==> src/rtl/core/rwsp_pkg.sv <==
// rwsp_pkg: shared types, codes and constants of the riff/wave stream parser
// no dependencies
`timescale 1ns / 1ps
package rwsp_pkg;

   localparam int CountWidthDefault = 32;
   localparam int RiffHeaderBytes   = 12;
   localparam int PcmFormatBytes    = 16;

   localparam logic [31:0] TagRiff = 32'h52494646;
   localparam logic [31:0] TagWave = 32'h57415645;
   localparam logic [31:0] TagFmt  = 32'h666d7420;
   localparam logic [31:0] TagData = 32'h64617461;
   localparam logic [15:0] FormatPcm        = 16'h0001;
   localparam logic [15:0] FormatExtensible = 16'hfffe;

   typedef enum logic [3:0] {
      ST_OK      = 4'd0,
      ST_SHORT   = 4'd1,
      ST_TAGS    = 4'd2,
      ST_OVERRUN = 4'd3,
      ST_SHORTFMT= 4'd4,
      ST_NOFMT   = 4'd5,
      ST_NODATA  = 4'd6,
      ST_NOTPCM  = 4'd7,
      ST_BITS    = 4'd8,
      ST_ZERO    = 4'd9,
      ST_PARTIAL = 4'd10
   } status_type;

   typedef struct packed {
      logic [7:0] file_byte;
      logic       is_last;
   } req_type;

   typedef struct packed {
      logic        kind;
      logic [7:0]  data_byte;
      logic        chunk_start;
      logic [3:0]  status;
      logic [15:0] format_tag;
      logic [15:0] channels;
      logic [31:0] sample_rate;
      logic [15:0] bits_per_sample;
      logic [31:0] kept_bytes;
   } rsp_type;

   // entry handed from the parser to the result unit for each data byte and for the last byte
   typedef struct packed {
      logic        has_data;
      logic [7:0]  data_byte;
      logic        chunk_start;
      logic        is_last;
      logic [3:0]  pre_status;
      logic        need_trim;
      logic [15:0] format_tag;
      logic [15:0] channels;
      logic [31:0] sample_rate;
      logic [15:0] bits_per_sample;
      logic [31:0] data_length;
   } work_type;

endpackage

==> src/rtl/core/riff_wave_stream_parser.sv <==
// channel | direction | handshake
// req_    | in        | req_valid / req_ready, req_data (file_byte, is_last)
// rsp_    | out       | rsp_valid / rsp_ready, rsp_data (data or status)
// the parser takes one byte per cycle while the queue has room; the result unit
// accepts a data byte, then outputs it, and takes no new entry until it is output
// the final status is accepted, passes through the bit-serial frame divider when the
// length is trimmed, and is then output
// reset is synchronous; the block returns to its reset state after each last byte
// a two-entry queue lets the parser run while results wait for rsp_ready
`timescale 1ns / 1ps
module riff_wave_stream_parser #(
   parameter int COUNT_WIDTH = rwsp_pkg::CountWidthDefault
) (
   input  logic              clock,
   input  logic              reset,
   input  logic              req_valid,
   output logic              req_ready,
   input  rwsp_pkg::req_type req_data,
   output logic              rsp_valid,
   input  logic              rsp_ready,
   output rwsp_pkg::rsp_type rsp_data
);
   import rwsp_pkg::*;

   work_type f_data, b_data;
   logic     f_valid, f_ready, b_valid, b_ready;

   rwsp_front #(.COUNT_WIDTH(COUNT_WIDTH)) u_front (
      .clock, .reset, .req_valid, .req_ready, .req_data,
      .wq_valid(f_valid), .wq_ready(f_ready), .wq_data(f_data)
   );

   rwsp_queue u_queue (
      .clock, .reset, .in_valid(f_valid), .in_ready(f_ready), .in_data(f_data),
      .out_valid(b_valid), .out_ready(b_ready), .out_data(b_data)
   );

   rwsp_back u_back (
      .clock, .reset, .wq_valid(b_valid), .wq_ready(b_ready), .wq_data(b_data),
      .rsp_valid, .rsp_ready, .rsp_data
   );
endmodule

==> src/rtl/core/rwsp_front.sv <==
// rwsp_front: byte parser, one byte per cycle while the queue has room, emits work entries
// depends on rwsp_pkg
`timescale 1ns / 1ps
module rwsp_front #(
   parameter int COUNT_WIDTH = rwsp_pkg::CountWidthDefault
) (
   input  logic               clock,
   input  logic               reset,
   input  logic               req_valid,
   output logic               req_ready,
   input  rwsp_pkg::req_type  req_data,
   output logic               wq_valid,
   input  logic               wq_ready,
   output rwsp_pkg::work_type wq_data
);
   import rwsp_pkg::*;

   typedef enum logic [4:0] {
      PH_RIFF = 5'b00001,
      PH_HEAD = 5'b00010,
      PH_BODY = 5'b00100,
      PH_PAD  = 5'b01000,
      PH_STOP = 5'b10000
   } phase_type;

   localparam logic [COUNT_WIDTH-1:0] PosMax = '1;

   phase_type               phase_ff, phase_in;
   logic [COUNT_WIDTH-1:0]  pos_ff, pos_in;
   logic [63:0]             hdr_ff, hdr_in;
   logic [31:0]             remain_ff, remain_in;
   logic                    is_fmt_ff, is_fmt_in, is_data_ff, is_data_in;
   logic [4:0]              fidx_ff, fidx_in;
   logic [15:0]             tag_ff, tag_in, chan_ff, chan_in, bits_ff, bits_in;
   logic [31:0]             rate_ff, rate_in, dlen_ff, dlen_in;
   logic                    seen_ff, seen_in, sfmt_ff, sfmt_in;
   logic [3:0]              err_ff, err_in;

   logic        go;
   logic [7:0]  b;
   logic [63:0] sh;
   logic [31:0] size;
   logic        emit_data, start_flag;
   logic [3:0]  pre;

   assign req_ready = wq_ready;
   assign go        = req_valid && req_ready;
   assign b         = req_data.file_byte;
   assign sh        = {hdr_ff[55:0], b};
   assign size      = {sh[7:0], sh[15:8], sh[23:16], sh[31:24]};

   // per-byte parse step
   always_comb begin
      phase_in = phase_ff;  hdr_in = hdr_ff;  remain_in = remain_ff;
      is_fmt_in = is_fmt_ff; is_data_in = is_data_ff; fidx_in = fidx_ff;
      tag_in = tag_ff; chan_in = chan_ff; rate_in = rate_ff; bits_in = bits_ff;
      seen_in = seen_ff; dlen_in = dlen_ff; sfmt_in = sfmt_ff; err_in = err_ff;
      emit_data = 1'b0;
      start_flag = 1'b0;
      unique case (phase_ff)
         PH_RIFF: begin
            hdr_in = sh;
            if (pos_ff == COUNT_WIDTH'(3) && sh[31:0] != TagRiff) err_in = ST_TAGS;
            if (pos_ff == COUNT_WIDTH'(RiffHeaderBytes - 1)) begin
               if (sh[31:0] != TagWave) err_in = ST_TAGS;
               phase_in = (err_in != ST_OK) ? PH_STOP : PH_HEAD;
               hdr_in = '0;
               fidx_in = '0;
            end
         end
         PH_HEAD: begin
            hdr_in = sh;
            fidx_in = fidx_ff + 5'd1;
            if (fidx_ff >= 5'd7) begin
               fidx_in = '0;
               remain_in = size;
               is_fmt_in = 1'b0;
               is_data_in = 1'b0;
               if (sh[63:32] == TagFmt) begin
                  is_fmt_in = 1'b1;
                  seen_in = 1'b1;
                  if (size < 32'(PcmFormatBytes)) sfmt_in = 1'b1;
               end else if (sh[63:32] == TagData) begin
                  is_data_in = 1'b1;
                  dlen_in = size;
               end
               if (size == '0) begin
                  if (sfmt_in) begin
                     err_in = ST_SHORTFMT;
                     phase_in = PH_STOP;
                  end else phase_in = PH_HEAD;
               end else phase_in = PH_BODY;
            end
         end
         PH_BODY: begin
            if (is_fmt_ff && fidx_ff < 5'(PcmFormatBytes)) begin
               case (fidx_ff)
                  5'd0:  tag_in[7:0]    = b;
                  5'd1:  tag_in[15:8]   = b;
                  5'd2:  chan_in[7:0]   = b;
                  5'd3:  chan_in[15:8]  = b;
                  5'd4:  rate_in[7:0]   = b;
                  5'd5:  rate_in[15:8]  = b;
                  5'd6:  rate_in[23:16] = b;
                  5'd7:  rate_in[31:24] = b;
                  5'd14: bits_in[7:0]   = b;
                  5'd15: bits_in[15:8]  = b;
                  default: ;
               endcase
               fidx_in = fidx_ff + 5'd1;
            end else if (is_data_ff) begin
               emit_data = 1'b1;
               start_flag = (remain_ff == dlen_ff);
            end
            remain_in = remain_ff - 32'd1;
            if (remain_in == '0) begin
               fidx_in = '0;
               if (sfmt_ff) begin
                  err_in = ST_SHORTFMT;
                  phase_in = PH_STOP;
               end else if (hdr_ff[24]) phase_in = PH_PAD;
               else phase_in = PH_HEAD;
            end
         end
         PH_PAD: begin
            phase_in = PH_HEAD;
            fidx_in = '0;
         end
         PH_STOP: ;
         default: phase_in = PH_STOP;
      endcase
      pos_in = (pos_ff < PosMax) ? pos_ff + COUNT_WIDTH'(1) : pos_ff;
   end

   // status check that needs no divide
   always_comb begin
      if (pos_in < COUNT_WIDTH'(RiffHeaderBytes))           pre = ST_SHORT;
      else if (err_in != ST_OK)                             pre = err_in;
      else if (phase_in == PH_BODY && remain_in != '0)      pre = ST_OVERRUN;
      else if (!seen_in)                                    pre = ST_NOFMT;
      else if (dlen_in == '0)                               pre = ST_NODATA;
      else if (tag_in != FormatPcm && tag_in != FormatExtensible) pre = ST_NOTPCM;
      else if (bits_in != 16'd16 && bits_in != 16'd8)       pre = ST_BITS;
      else if (chan_in == '0 || rate_in == '0)              pre = ST_ZERO;
      else                                                  pre = ST_OK;
   end

   // queue entry
   always_comb begin
      wq_valid = go && (emit_data || req_data.is_last);
      wq_data.has_data        = emit_data;
      wq_data.data_byte       = b;
      wq_data.chunk_start     = start_flag;
      wq_data.is_last         = req_data.is_last;
      wq_data.pre_status      = pre;
      wq_data.need_trim       = (pre == ST_OK);
      wq_data.format_tag      = tag_in;
      wq_data.channels        = chan_in;
      wq_data.sample_rate     = rate_in;
      wq_data.bits_per_sample = bits_in;
      wq_data.data_length     = dlen_in;
   end

   always_ff @(posedge clock) begin
      if (reset || (go && req_data.is_last)) begin
         phase_ff <= PH_RIFF; pos_ff <= '0; hdr_ff <= '0; remain_ff <= '0;
         is_fmt_ff <= 1'b0; is_data_ff <= 1'b0; fidx_ff <= '0;
         tag_ff <= '0; chan_ff <= '0; rate_ff <= '0; bits_ff <= '0;
         seen_ff <= 1'b0; dlen_ff <= '0; sfmt_ff <= 1'b0; err_ff <= ST_OK;
      end else if (go) begin
         phase_ff <= phase_in; pos_ff <= pos_in; hdr_ff <= hdr_in;
         remain_ff <= remain_in; is_fmt_ff <= is_fmt_in; is_data_ff <= is_data_in;
         fidx_ff <= fidx_in; tag_ff <= tag_in; chan_ff <= chan_in;
         rate_ff <= rate_in; bits_ff <= bits_in; seen_ff <= seen_in;
         dlen_ff <= dlen_in; sfmt_ff <= sfmt_in; err_ff <= err_in;
      end
   end
endmodule

==> src/rtl/core/rwsp_queue.sv <==
// rwsp_queue: two-entry fifo between parser and result unit
// depends on rwsp_pkg
`timescale 1ns / 1ps
module rwsp_queue (
   input  logic               clock,
   input  logic               reset,
   input  logic               in_valid,
   output logic               in_ready,
   input  rwsp_pkg::work_type in_data,
   output logic               out_valid,
   input  logic               out_ready,
   output rwsp_pkg::work_type out_data
);
   import rwsp_pkg::*;

   work_type   mem_ff [2];
   logic       wp_ff, rp_ff;
   logic [1:0] cnt_ff;
   logic       wr, rd;

   assign in_ready  = (cnt_ff != 2'd2);
   assign out_valid = (cnt_ff != 2'd0);
   assign out_data  = mem_ff[rp_ff];
   assign wr = in_valid && in_ready;
   assign rd = out_valid && out_ready;

   // storage
   always_ff @(posedge clock) begin
      if (wr) mem_ff[wp_ff] <= in_data;
   end

   // pointers
   always_ff @(posedge clock) begin
      if (reset) begin
         wp_ff <= 1'b0; rp_ff <= 1'b0; cnt_ff <= '0;
      end else begin
         if (wr) wp_ff <= ~wp_ff;
         if (rd) rp_ff <= ~rp_ff;
         cnt_ff <= cnt_ff + {1'b0, wr} - {1'b0, rd};
      end
   end
endmodule

==> src/rtl/core/rwsp_back.sv <==
// rwsp_back: emits data and status results, trims length to whole frames
// depends on rwsp_pkg
`timescale 1ns / 1ps
module rwsp_back (
   input  logic               clock,
   input  logic               reset,
   input  logic               wq_valid,
   output logic               wq_ready,
   input  rwsp_pkg::work_type wq_data,
   output logic               rsp_valid,
   input  logic               rsp_ready,
   output rwsp_pkg::rsp_type  rsp_data
);
   import rwsp_pkg::*;

   typedef enum logic [3:0] {
      BK_IDLE = 4'b0001,
      BK_DATA = 4'b0010,
      BK_DIV  = 4'b0100,
      BK_STAT = 4'b1000
   } back_type;

   back_type    st_ff, st_in;
   work_type    w_ff;
   logic [31:0] rem_ff, quo_ff;
   logic [19:0] frame_ff;
   logic [5:0]  cnt_ff;
   logic [32:0] trial;
   logic [51:0] prod;
   logic        tail_ok;
   logic [3:0]  fstat;

   assign trial = {rem_ff, quo_ff[31]} - {13'd0, frame_ff};
   assign prod  = {20'd0, quo_ff} * {32'd0, frame_ff};

   // fsm
   always_comb begin
      st_in = st_ff;
      wq_ready = 1'b0;
      unique case (st_ff)
         BK_IDLE: begin
            wq_ready = 1'b1;
            if (wq_valid) st_in = wq_data.has_data ? BK_DATA :
                                  (wq_data.need_trim ? BK_DIV : BK_STAT);
         end
         BK_DATA: if (rsp_ready)
            st_in = !w_ff.is_last ? BK_IDLE : (w_ff.need_trim ? BK_DIV : BK_STAT);
         BK_DIV:  if (cnt_ff == 6'd32) st_in = BK_STAT;
         BK_STAT: if (rsp_ready) st_in = BK_IDLE;
         default: st_in = BK_IDLE;
      endcase
   end

   always_ff @(posedge clock) begin
      if (reset) st_ff <= BK_IDLE;
      else       st_ff <= st_in;
   end

   // restoring divide, one quotient bit per cycle
   always_ff @(posedge clock) begin
      if (st_ff == BK_IDLE && wq_valid) begin
         w_ff     <= wq_data;
         rem_ff   <= '0;
         quo_ff   <= wq_data.data_length;
         frame_ff <= 20'(wq_data.channels) * 20'(wq_data.bits_per_sample[4:3]);
         cnt_ff   <= '0;
      end else if (st_ff == BK_DIV && cnt_ff != 6'd32) begin
         cnt_ff <= cnt_ff + 6'd1;
         if (!trial[32]) begin
            rem_ff <= trial[31:0];
            quo_ff <= {quo_ff[30:0], 1'b1};
         end else begin
            rem_ff <= {rem_ff[30:0], quo_ff[31]};
            quo_ff <= {quo_ff[30:0], 1'b0};
         end
      end
   end

   assign tail_ok = (quo_ff != '0);
   assign fstat = !w_ff.need_trim ? w_ff.pre_status : (tail_ok ? ST_OK : ST_PARTIAL);

   // result mux
   always_comb begin
      rsp_valid = (st_ff == BK_DATA) || (st_ff == BK_STAT);
      rsp_data = '0;
      if (st_ff == BK_DATA) begin
         rsp_data.data_byte   = w_ff.data_byte;
         rsp_data.chunk_start = w_ff.chunk_start;
      end else begin
         rsp_data.kind   = 1'b1;
         rsp_data.status = fstat;
         if (fstat == ST_OK || fstat >= ST_NOTPCM) begin
            rsp_data.format_tag      = w_ff.format_tag;
            rsp_data.channels        = w_ff.channels;
            rsp_data.sample_rate     = w_ff.sample_rate;
            rsp_data.bits_per_sample = w_ff.bits_per_sample;
         end
         if (fstat == ST_OK) rsp_data.kept_bytes = prod[31:0];
      end
   end
endmodule
==> config.mk <==
export PLATFORM = sky130hd
export DESIGN_NAME = riff_wave_stream_parser
export DESIGN_NICKNAME = d
export VERILOG_FILES = /design/src/rtl/core/rwsp_pkg.sv /design/src/rtl/core/riff_wave_stream_parser.sv /design/src/rtl/core/rwsp_front.sv /design/src/rtl/core/rwsp_queue.sv /design/src/rtl/core/rwsp_back.sv
export SDC_FILE = /design/constraint.sdc
export NUM_CORES = 2
export LEC_CHECK = 0
export BUFFER_PORTS_ARGS = -buffer_cell sky130_fd_sc_hd__buf_2
export CAP_MARGIN = 20
export CORE_UTILIZATION = 35
export CTS_CLUSTER_DIAMETER = 30
export CTS_CLUSTER_SIZE = 8
export DETAILED_ROUTE_END_ITERATION = 10
export MAX_ROUTING_LAYER = met4
export PLACE_DENSITY = 0.49
export SYNTH_ARGS = -nofsm -noshare
export SYNTH_HDL_FRONTEND = slang
export SYNTH_HIERARCHICAL = 1
export SYNTH_SLANG_ARGS = --single-unit
export TNS_END_PERCENT = 1
==> constraint.sdc <==
create_clock -name clock -period 25.7 [get_ports clock]
set_clock_uncertainty 0.1 [all_clocks]
set_input_delay 2.57 -clock clock [delete_from_list [all_inputs] [get_ports clock]]
set_output_delay 2.57 -clock clock [all_outputs]
set_load 0.01 [all_outputs]
==> flow_summary.yaml <==
outcome:
  status: "completed"
grt:
  grt_pass1_wl_mm: 208
  antenna_found_initial: 3
  met3_usage_pct: 3.53
  gr-usage-met2_pct: 31.6
  gr-max-usage-layer: "met2"
  grt_max_degree: 142
  met1_usage_pct: 26.7
  first_global_vias: 35100
  gr-total-overflow: 0
  track_usage_pct: 20.4
timing:
  fin_tns_setup_ns: 0
  clock.fmax_mhz: 94.9
  finalSetupViolCount: 0
  period_share_pct: 41.0
  relSlewSlack_pct: 26.2
  worst_slack_ns: 15.16
  rsz0062_at_grt: "no"
  post-route-min-period_ns: 10.54
  slew_viol_final: 0
  hold_viol_final: 0
  tightestPinTransition_ns: 1.09
setup_path:
  ff2ff_setup_slack_ns: 20.30
  worstReg2RegEnd: "u_back/frame_ff[14]"
  crit_required_ns: 23.03
  worstPathMaxFanout: 20
  critPathArrivalTime_ns: 7.87
  critPathLaunch: "u_back/quo_ff[9]"
  end_kind: "output pin"
  critPathKind: "reg2out"
  setup.worst_path.end: "rsp_data[29]"
  reg2reg_depth: 13
  critPathLaunchType: "register"
synthesis:
  yosysWarnings: 6
  synth_edf_count: 401
  syn_nets: 5268
  synth.avg_cell_area_um2: 9.70
  synth_flop_cell: "edfxtp_1"
  synth.yosys.seq_area_share_pct: 38.6
  synth_cell_type_count: 105
  yosys_register_bits: 698
  mappedNetlistArea_um2: 46600
  async_flop_share_pct: 0
  synth_cells: 4807
die:
  start_util_pct: 35.4
  io_pins: 141
  chipWidth_um: 367
  coreArea_um2: 132000
  rows: 133
  die_h_um: 367
  die_area_um2: 135000
placed_design:
  place_congestion: 0.902
  dp_hpwl_mm: 90.6
  dp.cells: 6449
  place_ws_ns: 15.98
  io_buffers: 140
routing:
  dr.pass1.iters: 6
  wl_per_cell_um: 19.7
  ant_nets: 0
  routed_via_density: 5.11
  remaining_drc_errors: 0
  initialDrtViolationCount: 2389
  vias: 34500
  routed_wl_mm: 133
cts:
  clk_latency_ns: 0.74
  clockBufferDepth: 3
  cts_root_buf: "clkbuf_16"
  post_cts_resized: 0
  postCtsHoldBufs: 0
  cts-htree-levels: 4
  post_cts_buffers: 0
  cts_tree: "done"
  clkTransAtPathRegs_ns: 0.04
  numCtsBuffers: 154
  cts.sinks: 698
min_path:
  holdPathStages: 2
  min-delay-path-class: "reg2reg"
layout:
  fillerInstances: 13100
  fin_util_pct: 41.0
  area_delta_synth_final_pct: 15.8
  nets: 5311
  layout_common_cells: "nand2_1, inv_1, edfxtp_1, nor2_1, fa_1"
  instances_no_fill: 6740
  drive_gt1_share_pct: 14.7
  multi_input_area_um2: 25400
  seqCellArea_um2: 18000
  mostFrequentLayoutCell: "nand2_1"
job:
  cap_violations: 0
==> through the flow <==
step / instance area (µm²) / hold slack, ns
2_1_floorplan: 46600 / 0.332
3_3_place_gp: 48700 / 0.350
3_5_place_dp: 48700 / 0.357
4_1_cts: 54000 / 0.363
5_1_grt: 54000 / 0.382
6_report: 54000 / 0.363
==> routing by layer <==
| layer | vias to the layer above | routed length, µm |
|---|---|---|
| met5 | - | 0 |
| met4 | 0 | 3860 |
| met3 | 210 | 6690 |
| met2 | 851 | 61900 |
| met1 | 17100 | 60300 |
| li1 | 16300 | - |
==> worst min-delay path by stage <==
stage | start | endpoint | slack (ns)
after CTS | u_front/rate_ff[3] | u_front/rate_ff[3] | 0.36
final | u_front/rate_ff[3] | u_front/rate_ff[3] | 0.36
after floorplan | u_front/is_data_ff | u_front/is_data_ff | 0.33
after global routing | u_front/rate_ff[5] | u_front/rate_ff[5] | 0.38
after global placement | u_front/rate_ff[10] | u_front/rate_ff[10] | 0.35
after detailed placement | u_front/rate_ff[3] | u_front/rate_ff[3] | 0.36
==> cells in the mapped netlist, types with 17 or more instances <==
cell,number,share of area (%)
nor3_1,113,1.2
a31oi_1,26,0.35
mux2_2,213,5.1
xnor2_1,111,2.1
o21ai_0,106,1.1
nand4_1,65,0.87
edfxtp_1,401,26
o21ai_1,17,0.18
inv_1,514,4.1
nor2b_1,19,0.25
fa_1,335,14
dfxtp_1,297,13
nand2b_1,18,0.24
a211oi_1,59,0.95
a21o_1,26,0.42
xor2_1,58,1.1
mux2i_1,54,1.2
ha_1,113,3.0
nor4_1,64,0.86
o21a_1,18,0.29
nor2_1,394,3.2
clkbuf_1,253,2.0
nand2_1,616,5.0
and2_1,265,3.6
a21oi_1,147,1.6
and3_1,39,0.52
a22oi_1,70,1.1
buf_1,21,0.17
or3_1,21,0.28
nand3_1,71,0.76
==> kinds of logic (layout without fill, tap and decap cells) <==
group           count (synthesis)  after routing  share of synthesized area [%]
xor+xnor                      169            169                           3.17
other cells                     0              5                              0
flops                         698            698                           38.6
simple gates                 1813           1813                           19.2
mux                           267            267                           6.30
compound gates                580            580                           8.18
buf+inv                       832           1005                           7.20
fa+ha+maj                     448            448                           17.4
==> critical path, stage by stage, from the launching register on <==
cell and delay (ns):
edfxtp_1 0.91, nand2_1 0.17, fa_1 0.55, fa_1 0.44
fa_1 0.53, inv_1 0.05, ha_1 0.31, fa_1 0.53
inv_1 0.05, fa_1 0.52, inv_1 0.04, ha_1 0.35
a21o_1 0.20, a21oi_1 0.12, o21ai_0 0.25, o311ai_1 0.97
o21ai_0 0.44, a31o_2 0.36, mux2i_1 0.14, nand2_1 0.06
buf_2 0.13
==> sequential cells by signal, summed over array words and instances (netlist names), 4 cells and up, named ones only <==
signal and count:
u_front/remain_ff 32, u_front/hdr_ff 56, u_back/w_ff 95, u_front/err_ff 4, u_front/tag_ff 16, u_front/chan_ff 16, u_back/st_ff 4, u_back/quo_ff 32
u_front/pos_ff 32, u_front/bits_ff 16, u_queue/mem_ff 256, u_back/frame_ff 18, u_back/rem_ff 32, u_front/phase_ff 5, u_front/fidx_ff 5, u_front/rate_ff 32
u_front/dlen_ff 32, u_back/cnt_ff 6
==> cell type report <==
class                      count  share of cell area [%]
timing repair buffer         204                    2.21
multi-input combinational   3277                    47.0
sequential                   698                    33.3
clock inverter                84                    1.96
clock buffer                 202                    7.85
antenna                        5                  0.0232
inverter                     515                    3.59
tap                         1755                    4.07
Power is left out: the tool's default activity adds up to more than one toggle a clock period on the data nets, which glitch-free logic cannot reach.
